<file path="src/rtl/i2cm_pkg.sv">
package i2cm_pkg;

    localparam int S_TDATA_W       = 64;
    localparam int M_TDATA_W       = 24;
    localparam int QUEUE_DEPTH_DEF = 4;

    localparam logic [9:0] OFS_ADDR   = 10'h280;
    localparam logic [9:0] OFS_DIV    = 10'h284;
    localparam logic [9:0] OFS_CTRL   = 10'h288;
    localparam logic [9:0] OFS_STATUS = 10'h28C;
    localparam logic [9:0] OFS_DATA   = 10'h290;

    localparam logic [5:0] SIZE_8  = 6'd8;
    localparam logic [5:0] SIZE_16 = 6'd16;
    localparam logic [5:0] SIZE_32 = 6'd32;

    localparam int CTRL_MASTER_BIT = 5;
    localparam int CTRL_TX_BIT     = 4;
    localparam int STATUS_IRQ_BIT  = 1;

    localparam logic [2:0] OP_NONE  = 3'd0;
    localparam logic [2:0] OP_START = 3'd1;
    localparam logic [2:0] OP_WRITE = 3'd2;
    localparam logic [2:0] OP_READ  = 3'd3;
    localparam logic [2:0] OP_STOP  = 3'd4;

    localparam logic [2:0] SEL_ADDR   = 3'd0;
    localparam logic [2:0] SEL_DIV    = 3'd1;
    localparam logic [2:0] SEL_CTRL   = 3'd2;
    localparam logic [2:0] SEL_STATUS = 3'd3;
    localparam logic [2:0] SEL_DATA   = 3'd4;

    localparam logic [1:0] KIND_SIZE_ERR = 2'd0;
    localparam logic [1:0] KIND_UNMOD    = 2'd1;
    localparam logic [1:0] KIND_READ     = 2'd2;
    localparam logic [1:0] KIND_WRITE    = 2'd3;

    typedef struct packed {
        logic [1:0] kind;
        logic [2:0] sel;
        logic [7:0] wbyte;
        logic       ack;
        logic [7:0] rbyte;
    } cmd_t;

    typedef struct packed {
        logic       dir_read;
        logic [7:0] tbyte;
        logic [2:0] op;
        logic       unmod;
        logic       status;
        logic [7:0] rdata;
    } result_t;

    typedef struct packed {
        logic busy;
        logic master;
        logic addr_phase;
    } ctl_state_t;

endpackage

</file>
<file path="src/rtl/i2cm_front.sv">
module i2cm_front
    import i2cm_pkg::*;
(
    input  logic                 s_axis_tvalid,
    output logic                 s_axis_tready,
    input  logic [S_TDATA_W-1:0] s_axis_tdata,
    input  logic                 s_axis_tuser,
    input  logic                 queue_full,
    output logic                 push,
    output cmd_t                 cmd
);

    logic [9:0] reg_offset;
    logic [5:0] access_size;
    logic       is_reg;
    logic       size_legal;
    logic [2:0] sel;

    assign reg_offset  = s_axis_tdata[9:0];
    assign access_size = s_axis_tdata[15:10];

    assign s_axis_tready = !queue_full;
    assign push          = s_axis_tvalid && !queue_full;

    always_comb begin
        is_reg = 1'b1;
        sel    = SEL_ADDR;
        unique case (reg_offset)
            OFS_ADDR:   sel = SEL_ADDR;
            OFS_DIV:    sel = SEL_DIV;
            OFS_CTRL:   sel = SEL_CTRL;
            OFS_STATUS: sel = SEL_STATUS;
            OFS_DATA:   sel = SEL_DATA;
            default:    is_reg = 1'b0;
        endcase
    end

    assign size_legal = (access_size == SIZE_8) || (access_size == SIZE_16) ||
                        (access_size == SIZE_32);

    always_comb begin
        cmd.sel   = sel;
        cmd.wbyte = s_axis_tdata[23:16];
        cmd.ack   = s_axis_tdata[48];
        cmd.rbyte = s_axis_tdata[56:49];
        if (!size_legal) begin
            cmd.kind = KIND_SIZE_ERR;
        end else if (!is_reg) begin
            cmd.kind = KIND_UNMOD;
        end else if (access_size != SIZE_8) begin
            cmd.kind = KIND_SIZE_ERR;
        end else if (s_axis_tuser) begin
            cmd.kind = KIND_WRITE;
        end else begin
            cmd.kind = KIND_READ;
        end
    end

endmodule

</file>
<file path="src/rtl/i2cm_queue.sv">
module i2cm_queue
    import i2cm_pkg::*;
#(
    parameter int DEPTH = QUEUE_DEPTH_DEF
) (
    input  logic aclk,
    input  logic aresetn,
    input  logic push,
    input  cmd_t push_data,
    output logic full,
    input  logic pop,
    output logic valid,
    output cmd_t pop_data
);

    localparam int PTR_W = (DEPTH > 1) ? $clog2(DEPTH) : 1;
    localparam int CNT_W = $clog2(DEPTH + 1);

    cmd_t             entry_reg [DEPTH];
    logic [PTR_W-1:0] wr_ptr_reg;
    logic [PTR_W-1:0] wr_ptr_next;
    logic [PTR_W-1:0] rd_ptr_reg;
    logic [PTR_W-1:0] rd_ptr_next;
    logic [CNT_W-1:0] count_reg;
    logic [CNT_W-1:0] count_next;
    logic             do_push;
    logic             do_pop;

    assign full     = (count_reg == CNT_W'(DEPTH));
    assign valid    = (count_reg != '0);
    assign pop_data = entry_reg[rd_ptr_reg];
    assign do_push  = push && !full;
    assign do_pop   = pop && valid;

    assign wr_ptr_next = (wr_ptr_reg == PTR_W'(DEPTH - 1)) ? '0 : wr_ptr_reg + 1'b1;
    assign rd_ptr_next = (rd_ptr_reg == PTR_W'(DEPTH - 1)) ? '0 : rd_ptr_reg + 1'b1;

    always_comb begin
        count_next = count_reg;
        if (do_push && !do_pop) begin
            count_next = count_reg + 1'b1;
        end else if (do_pop && !do_push) begin
            count_next = count_reg - 1'b1;
        end
    end

    always_ff @(posedge aclk) begin
        if (do_push) begin
            entry_reg[wr_ptr_reg] <= push_data;
        end
    end

    always_ff @(posedge aclk) begin
        if (!aresetn) begin
            wr_ptr_reg <= '0;
            rd_ptr_reg <= '0;
            count_reg  <= '0;
        end else begin
            if (do_push) begin
                wr_ptr_reg <= wr_ptr_next;
            end
            if (do_pop) begin
                rd_ptr_reg <= rd_ptr_next;
            end
            count_reg <= count_next;
        end
    end

endmodule

</file>
<file path="src/rtl/i2cm_back.sv">
module i2cm_back
    import i2cm_pkg::*;
(
    input  logic                 aclk,
    input  logic                 aresetn,
    input  logic                 cmd_valid,
    input  cmd_t                 cmd,
    output logic                 pop,
    output logic                 m_axis_tvalid,
    input  logic                 m_axis_tready,
    output logic [M_TDATA_W-1:0] m_axis_tdata,
    output ctl_state_t           ctl_state
);

    logic [7:0] address_reg;
    logic [7:0] address_next;
    logic [7:0] divider_reg;
    logic [7:0] divider_next;
    logic [7:0] control_reg;
    logic [7:0] control_next;
    logic       busy_reg;
    logic       busy_next;
    logic       irq_reg;
    logic       irq_next;
    logic       nack_reg;
    logic       nack_next;
    logic       addr_phase_reg;
    logic       addr_phase_next;
    logic [7:0] rx_byte_reg;
    logic [7:0] rx_byte_next;
    result_t    result_reg;
    result_t    result_next;
    logic       out_valid_reg;
    logic       was_master;
    logic       now_master;

    assign pop        = cmd_valid && (!out_valid_reg || m_axis_tready);
    assign was_master = control_reg[CTRL_MASTER_BIT];
    assign now_master = cmd.wbyte[CTRL_MASTER_BIT];

    always_comb begin
        address_next    = address_reg;
        divider_next    = divider_reg;
        control_next    = control_reg;
        busy_next       = busy_reg;
        irq_next        = irq_reg;
        nack_next       = nack_reg;
        addr_phase_next = addr_phase_reg;
        rx_byte_next    = rx_byte_reg;
        result_next     = '0;
        result_next.op  = OP_NONE;
        unique case (cmd.kind)
            KIND_SIZE_ERR: result_next.status = 1'b1;
            KIND_UNMOD:    result_next.unmod = 1'b1;
            KIND_READ: begin
                unique case (cmd.sel)
                    SEL_ADDR:   result_next.rdata = address_reg;
                    SEL_DIV:    result_next.rdata = divider_reg;
                    SEL_CTRL:   result_next.rdata = control_reg;
                    SEL_STATUS: result_next.rdata = {2'b00, busy_reg, 3'b000, irq_reg, nack_reg};
                    SEL_DATA: begin
                        result_next.rdata = rx_byte_reg;
                        if (was_master && !control_reg[CTRL_TX_BIT]) begin
                            rx_byte_next   = cmd.rbyte;
                            irq_next       = 1'b1;
                            result_next.op = OP_READ;
                        end
                    end
                    default: result_next.rdata = '0;
                endcase
            end
            KIND_WRITE: begin
                unique case (cmd.sel)
                    SEL_ADDR: address_next = cmd.wbyte;
                    SEL_DIV:  divider_next = cmd.wbyte;
                    SEL_CTRL: begin
                        control_next = cmd.wbyte;
                        if (!was_master && now_master) begin
                            busy_next       = 1'b1;
                            addr_phase_next = 1'b1;
                        end else if (was_master && !now_master) begin
                            busy_next       = 1'b0;
                            addr_phase_next = 1'b0;
                            result_next.op  = OP_STOP;
                        end
                    end
                    SEL_STATUS: begin
                        if (!cmd.wbyte[STATUS_IRQ_BIT]) begin
                            irq_next = 1'b0;
                        end
                    end
                    SEL_DATA: begin
                        if (was_master) begin
                            if (addr_phase_reg) begin
                                addr_phase_next      = 1'b0;
                                result_next.op       = OP_START;
                                result_next.tbyte    = {1'b0, cmd.wbyte[7:1]};
                                result_next.dir_read = cmd.wbyte[0];
                            end else begin
                                result_next.op    = OP_WRITE;
                                result_next.tbyte = cmd.wbyte;
                            end
                            nack_next = !cmd.ack;
                            irq_next  = 1'b1;
                        end
                    end
                    default: result_next.op = OP_NONE;
                endcase
            end
            default: result_next.status = 1'b1;
        endcase
    end

    always_ff @(posedge aclk) begin
        if (pop) begin
            result_reg <= result_next;
        end
    end

    always_ff @(posedge aclk) begin
        if (!aresetn) begin
            address_reg    <= '0;
            divider_reg    <= '0;
            control_reg    <= '0;
            busy_reg       <= 1'b0;
            irq_reg        <= 1'b0;
            nack_reg       <= 1'b0;
            addr_phase_reg <= 1'b0;
            rx_byte_reg    <= '0;
            out_valid_reg  <= 1'b0;
        end else begin
            if (pop) begin
                address_reg    <= address_next;
                divider_reg    <= divider_next;
                control_reg    <= control_next;
                busy_reg       <= busy_next;
                irq_reg        <= irq_next;
                nack_reg       <= nack_next;
                addr_phase_reg <= addr_phase_next;
                rx_byte_reg    <= rx_byte_next;
                out_valid_reg  <= 1'b1;
            end else if (m_axis_tready) begin
                out_valid_reg <= 1'b0;
            end
        end
    end

    assign m_axis_tvalid = out_valid_reg;
    assign m_axis_tdata  = M_TDATA_W'(result_reg);

    assign ctl_state.busy       = busy_reg;
    assign ctl_state.master     = was_master;
    assign ctl_state.addr_phase = addr_phase_reg;

endmodule

</file>
<file path="src/rtl/i2c_master_bus_controller.sv">
// I2C master controller register window, one processor bus access per word.
// Slave side: s_axis_tuser is the access direction (1 write, 0 read);
// s_axis_tdata carries offset, size, write value and the target's response.
// Master side: one result word per accepted access, in order: read value,
// bus status, unmodelled flag and the bus operation issued to the target.
// Accesses are decoded on entry and queued (QUEUE_DEPTH words); the register
// stage behind the queue applies them one per cycle while the output is not
// stalled and holds the result in an output register.
// An accepted access is held in the queue and then in the output register.
// Throughput: one word per cycle while m_axis_tready stays high.
// When the receiver stalls, the result holds and the queue absorbs up to
// QUEUE_DEPTH more words; s_axis_tready drops once it is full.
// Reset (aresetn low, synchronous) clears all window registers, status flags, the
// queue and the output valid.
module i2c_master_bus_controller
    import i2cm_pkg::*;
#(
    parameter int QUEUE_DEPTH = QUEUE_DEPTH_DEF
) (
    input  logic                 aclk,
    input  logic                 aresetn,
    input  logic                 s_axis_tvalid,
    output logic                 s_axis_tready,
    // [9:0] reg_offset, [15:10] access_size, [47:16] write_data,
    // [48] target_ack, [56:49] target_read_byte, [63:57] zero
    input  logic [S_TDATA_W-1:0] s_axis_tdata,
    // [0] func
    input  logic                 s_axis_tuser,
    output logic                 m_axis_tvalid,
    input  logic                 m_axis_tready,
    // [7:0] read_data, [8] bus_status, [9] unmodelled, [12:10] target_op,
    // [20:13] target_byte, [21] target_dir_read, [23:22] zero
    output logic [M_TDATA_W-1:0] m_axis_tdata
);

    logic       push;
    logic       queue_full;
    cmd_t       push_cmd;
    logic       pop;
    logic       queue_valid;
    cmd_t       pop_cmd;
    ctl_state_t ctl_state;

    i2cm_front u_front (
        .s_axis_tvalid (s_axis_tvalid),
        .s_axis_tready (s_axis_tready),
        .s_axis_tdata  (s_axis_tdata),
        .s_axis_tuser  (s_axis_tuser),
        .queue_full    (queue_full),
        .push          (push),
        .cmd           (push_cmd)
    );

    i2cm_queue #(
        .DEPTH (QUEUE_DEPTH)
    ) u_queue (
        .aclk      (aclk),
        .aresetn   (aresetn),
        .push      (push),
        .push_data (push_cmd),
        .full      (queue_full),
        .pop       (pop),
        .valid     (queue_valid),
        .pop_data  (pop_cmd)
    );

    i2cm_back u_back (
        .aclk          (aclk),
        .aresetn       (aresetn),
        .cmd_valid     (queue_valid),
        .cmd           (pop_cmd),
        .pop           (pop),
        .m_axis_tvalid (m_axis_tvalid),
        .m_axis_tready (m_axis_tready),
        .m_axis_tdata  (m_axis_tdata),
        .ctl_state     (ctl_state)
    );

    a_busy_tracks_master: assert property (@(posedge aclk) disable iff (!aresetn)
        ctl_state.busy == ctl_state.master)
        else $error("busy flag out of step with master bit");

    a_addr_phase_busy: assert property (@(posedge aclk) disable iff (!aresetn)
        ctl_state.addr_phase |-> ctl_state.busy)
        else $error("address phase open while bus idle");

    a_reset_no_valid: assert property (@(posedge aclk)
        !aresetn |=> !m_axis_tvalid)
        else $error("result valid right after reset");

endmodule
</file>
<file path="config.mk">
export PLATFORM = sky130hd
export DESIGN_NAME = i2c_master_bus_controller
export DESIGN_NICKNAME = d
export VERILOG_FILES = /design/src/rtl/i2cm_pkg.sv /design/src/rtl/i2cm_front.sv /design/src/rtl/i2cm_queue.sv /design/src/rtl/i2cm_back.sv /design/src/rtl/i2c_master_bus_controller.sv
export SDC_FILE = /design/constraint.sdc
export NUM_CORES = 1
export LEC_CHECK = 0
export ABC_AREA = 1
export BUFFER_PORTS_ARGS = -buffer_cell sky130_fd_sc_hd__buf_2
export CORE_ASPECT_RATIO = 0.7
export CORE_UTILIZATION = 57
export DETAILED_ROUTE_END_ITERATION = 8
export PLACE_DENSITY = 0.79
export SYNTH_ARGS = -nofsm -noshare
export SYNTH_HDL_FRONTEND = slang
export SYNTH_HIERARCHICAL = 1
export SYNTH_SLANG_ARGS = --single-unit
</file>
<file path="constraint.sdc">
create_clock -name aclk -period 2.6 [get_ports aclk]
set_input_delay 0.26 -clock aclk [delete_from_list [all_inputs] [get_ports aclk]]
set_output_delay 0.26 -clock aclk [all_outputs]
set_load 0.01 [all_outputs]
</file>
==> qor.txt, run 1 <==
Syn_area_per_cell - 10.60 um2
Wire per inst - 16.22 um
Startpoint Class - register
Max-slew violation count - 0
Nets - 768
Min-Delay Path Depth - 1
CTS Buffer Depth - 2
Vias in the first global route - 4775
IO Port Bufs - 61
RSZ-0062 raised after global routing - false
Core Box Area - 11250 um2
Die Wd - 131.8 um
Ant. Diodes - 0
IO Count - 95
Initial DRC Count - 472
Global Route Usage Sum - 0.2446
Die area - 12240 um2
Syn Inst Count - 634
CTS buffer count - 17
Vias per cell - 5.626
Hold Path Class - input pin to register
Hold_sp - s_axis_tdata[54]
DRT Pass-1 Iters - 6
Yosys warning count - 6
Final worst-path cycle share - 0.8980
Hold endpoint - u_queue/entry_reg[1][5]
MaxCap Viol Count - 0
Vias post-DR - 4816
Initial antenna violation count - 0
Row count - 32
Root buffer cell - clkbuf_16
CTS tree - built
F_max - 0.4283 GHz
Pwr/cell area - 1166 nW/um2
Setup total negative slack - 0 ns
Crit end category - register
Clock-pin slew on the worst setup and hold paths - 0.06 ns
Final RePlAce weighted congestion - 0.8097
Worst path required time - 2.90 ns
Reg2Reg Setup Slack - 0.27 ns
Layout cell share with drive strength beyond 1 - 0.2077
P&R area growth vs syn - 14.17%
Endpoints failing setup - 0
Final wirelength - 13880 um
Worst-Skew Late Latency - 0.41 ns
Post-DP HPWL - 9080 um
Die height - 92.85 um
Slew @ Worst Pin - 0.7197 ns
Final Critical Period - 2.335 ns
Setup Skew - 0.007021 ns
CTS H-tree lvls - 4
Design area - 7672 um2
GRT overflow - 0
CTS sink count - 156
Final-report hold violation count - 0
Max FFs per register - 88
Status - completed
Worst reg2reg path depth - 11
Starting Density - 0.5973
Critical Path Fanout Max - 12
Post-Place Cell Area - 7024 um2
Crit Path Category - register to register
# DRC - 0
Max VDD drop - 0.7922 mV
Hold buffer count at CTS - 0
Post-CTS setup buffers - 0
Critical Path AT - 2.64 ns
Slew margin rel. - 0.5202
Reg-to-Reg End - u_back/rx_byte_reg[5]
Leak pwr - 3.059 nW
First-pass GRT wire length - 22780 um
DRT antenna net count - 0
Mapped Area - 6720 um2
Largest net degree at the start of global routing - 46
per-stage QoR:
step	power, mW	setup WS [ns]	hold slack, ns	std cells	utilization
after floorplan	5.416	0.2624	0.3807	635	-
after global placement	6.137	0.3830	0.4640	824	0.6243
after detailed placement	6.261	0.2965	0.4779	824	0.6243
after CTS	8.945	0.2718	0.05364	856	0.6817
after global routing	9.424	0.05407	0.05103	856	0.6819
final	8.949	0.2653	0.05783	856	0.6819
area by class of cell:
type	instances	area, um2
Sequential cell	156	4224
Fill cell	841	3578
Multi-Input combinational cell	386	1974
Timing Repair Buffer	76	430.4
Clock buffer	18	429.2
Clock inverter	14	216.5
Inverter	53	206.4
Tap cell	153	191.4
worst max path at each step:
stage / start / to / slack, ns / depth (start not counted)
CTS: u_queue/count_reg[1] / u_queue/count_reg[2] / 0.27 / 14
finish: register / u_back/rx_byte_reg[5] / 0.27 / 11
global placement: register / u_back/m_axis_tdata[5] / 0.38 / 10
floorplan: u_queue/count_reg[1] / u_queue/entry_reg[0][0] / 0.26 / 6
global route: u_queue/count_reg[1] / u_queue/count_reg[2] / 0.05 / 14
detailed placement: u_queue/count_reg[1] / u_queue/count_reg[2] / 0.30 / 15
where the power goes:
group          total, mW  internal [mW]  switching (mW)
clock network       2.67           1.71           0.958
registers           3.35           3.18           0.172
logic               2.93          0.874            2.06
critical path: stages (launching register included):
cell and delay, ns:
dfxtp_1 0.54, inv_2 0.20, o21ai_1 0.13, o22ai_1 0.14
nor2_2 0.21, nand2_1 0.10, inv_2 0.20, nand3_2 0.16
nor2_4 0.24, inv_2 0.11, nor2_1 0.14, nor2_1 0.06
what timing repair did:
item                                   in CTS  in global routing
endpoints found under the hold margin       0                  0
gates resized for setup                     0                  1
setup endpoints to repair                   0                  1
cells in the final DEF (no fill, tap or decap), drive strengths merged, types with 2 or more instances in the layout:
cell and n:
o22ai 29, and2 2, a21oi 35, conb 2, inv 56, nand2 81
ha 8, buf 76, clkinv 4, nand3 15, nor3 5, o21ai 81
and3 5, clkbuf 18, edfxtp 110, clkinvlp 2, dfxtp 46, a22o 2
bufinv 5, nor2 114
metal layers:
layer / GRT usage / share of wire / up-vias
met5: 0 / 0 / -
li1: - / - / 2288
met2: 0.4021 / 0.48 / 193
met4: 0.08430 / 0.014 / 0
met1: 0.3208 / 0.44 / 2311
met3: 0.05692 / 0.070 / 24
No activity file was read; power rests on OpenSTA's default activity.
==> inputs of run 2 (changes only) <==
--- a/config.mk
+++ b/config.mk
@@ -8,6 +8,7 @@
 export ABC_AREA = 1
 export BUFFER_PORTS_ARGS = -buffer_cell sky130_fd_sc_hd__buf_2
 export CORE_ASPECT_RATIO = 0.7
+export CORE_MARGIN = 2
 export CORE_UTILIZATION = 57
 export DETAILED_ROUTE_END_ITERATION = 8
 export PLACE_DENSITY = 0.79
==> qor.txt, run 2 (same netlist as run 1, synthesis figures left out) <==
Final Critical Period - 2.277 ns
DRT antenna net count - 0
Storage cell area - 4225 um2
# DRC - 0
Setup Skew - 0.005716 ns
Final RePlAce weighted congestion - 0.8731
CTS sink count - 156
Final-report hold violation count - 0
F_max - 0.4392 GHz
MaxCap Viol Count - 0
Tot Pwr - 8.788 mW
CTS Buffer Depth - 2
Initial antenna violation count - 0
Startpoint Class - register
Hold buffer count at CTS - 0
Row count - 33
Status - completed
Critical path destination - u_back/address_reg[2]
Commonest non-fill, non-tap cell in the layout - edfxtp_1
DRT Pass-1 Iters - 5
Max-slew violation count - 0
Die height - 94.85 um
Worst-Skew Late Latency - 0.42 ns
GRT overflow - 0
Initial DRC Count - 490
Wire per inst - 16.30 um
Filler Cell Count - 859
Crit Path Category - register to register
Root buffer cell - clkbuf_16
Layout cell share with drive strength beyond 1 - 0.2119
P&R area growth vs syn - 13.91%
Post-DP HPWL - 9249 um
RSZ-0062 raised after global routing - false
Die area - 12690 um2
Global Route Usage Sum - 0.2383
Starting Density - 0.5792
CTS H-tree lvls - 4
Crit end category - register
Cell family with most CP delay - compound AO/OA/AOI/OAI gates
Hold Path Class - input pin to register
Pwr/cell area - 1148 nW/um2
CP Depth - 9
Hold WS - 0.04911 ns
Critical Path AT - 2.62 ns
Post-CTS setup buffers - 0
Design area - 7655 um2
Largest net degree at the start of global routing - 46
Max FFs per register - 88
Reg-to-Reg End - u_back/address_reg[2]
CP peak stage delay - 0.46 ns
Pre-CTS worst setup slack - 0.1699 ns
Nets - 768
Worst path required time - 2.95 ns
Leak pwr - 3.057 nW
# placed instances - 828
Critical Path Fanout Max - 16
Die Wd - 133.8 um
Ant. Diodes - 0
Core Box Area - 11600 um2
Max VDD drop - 0.7046 mV
Cell Count, Final, Fillers Out - 860
Clock-pin slew on the worst setup and hold paths - 0.07 ns
CTS tree - built
Slew margin rel. - 0.5248
CTS buffer count - 17
First-pass GRT wire length - 22840 um
WP buf/inv - 2
Setup total negative slack - 0 ns
Final worst-path cycle share - 0.8757
Critical-path top delay cell - dfxtp_2
IO Count - 95
Slew @ Worst Pin - 0.7127 ns
Area of the multi-input gates - 1978 um2
Crit path cell chain - buf_4 -> o21ai_0 -> o22ai_1 -> nand2_4 -> nor2_4 -> inv_1 -> nor2_4 -> o21ai_0 -> a21oi_1
Final wirelength - 14020 um
Vias in the first global route - 4712
Final WS setup - 0.3232 ns
Endpoints failing setup - 0
Post-Place Cell Area - 7027 um2
Vias post-DR - 4774
Worst reg2reg path depth - 9
IO Port Bufs - 61
Reg2Reg Setup Slack - 0.32 ns
Layout Utilization - 0.6598
Vias per cell - 5.551
Most frequent cells in the layout - 110 x edfxtp_1, 102 x nor2_1, 72 x nand2_1, 61 x buf_2, 60 x o21ai_0
[run 2: how the worst min path moves through the flow]
stage                           from                      end  cells past startpoint
finish              s_axis_tdata[53]  u_queue/entry_reg[0][4]                      1
detailed placement  s_axis_tdata[52]  u_queue/entry_reg[3][3]                      1
CTS                 s_axis_tdata[52]  u_queue/entry_reg[3][3]                      1
global route        s_axis_tdata[53]  u_queue/entry_reg[0][4]                      1
global placement    s_axis_tdata[56]  u_queue/entry_reg[3][7]                      1
floorplan                    aresetn    u_queue/wr_ptr_reg[0]                      2
[run 2: power breakdown]
| part | total, mW | internal (mW) | switching (mW) |
|---|---|---|---|
| registers | 3.35 | 3.18 | 0.175 |
| clock network | 2.53 | 1.47 | 1.06 |
| logic | 2.90 | 0.871 | 2.03 |
| total | 8.79 | 5.52 | 3.26 |
[run 2: routing by layer]
| layer | GRT usage | share of wire | vias to the layer above |
|---|---|---|---|
| li1 | - | - | 2281 |
| met1 | 0.3032 | 0.42 | 2300 |
| met2 | 0.3966 | 0.50 | 174 |
| met3 | 0.05582 | 0.067 | 19 |
| met4 | 0.1020 | 0.012 | 0 |
| met5 | 0 | 0 | - |
[run 2: timing repair]
| action | in CTS | in global routing |
|---|---|---|
| hold endpoints to repair | 0 | 0 |
| resized for setup | 0 | 3 |
| setup endpoints to repair | 0 | 10 |
[run 2: layout make-up]
cell class,instances,area share
flip-flops and latches,156,0.5520
clock inverters,13,0.01863
well taps,157,0.02566
clock buffers,19,0.06211
repair buffers,76,0.05623
inverters,53,0.02697
multi-input cells,386,0.2584
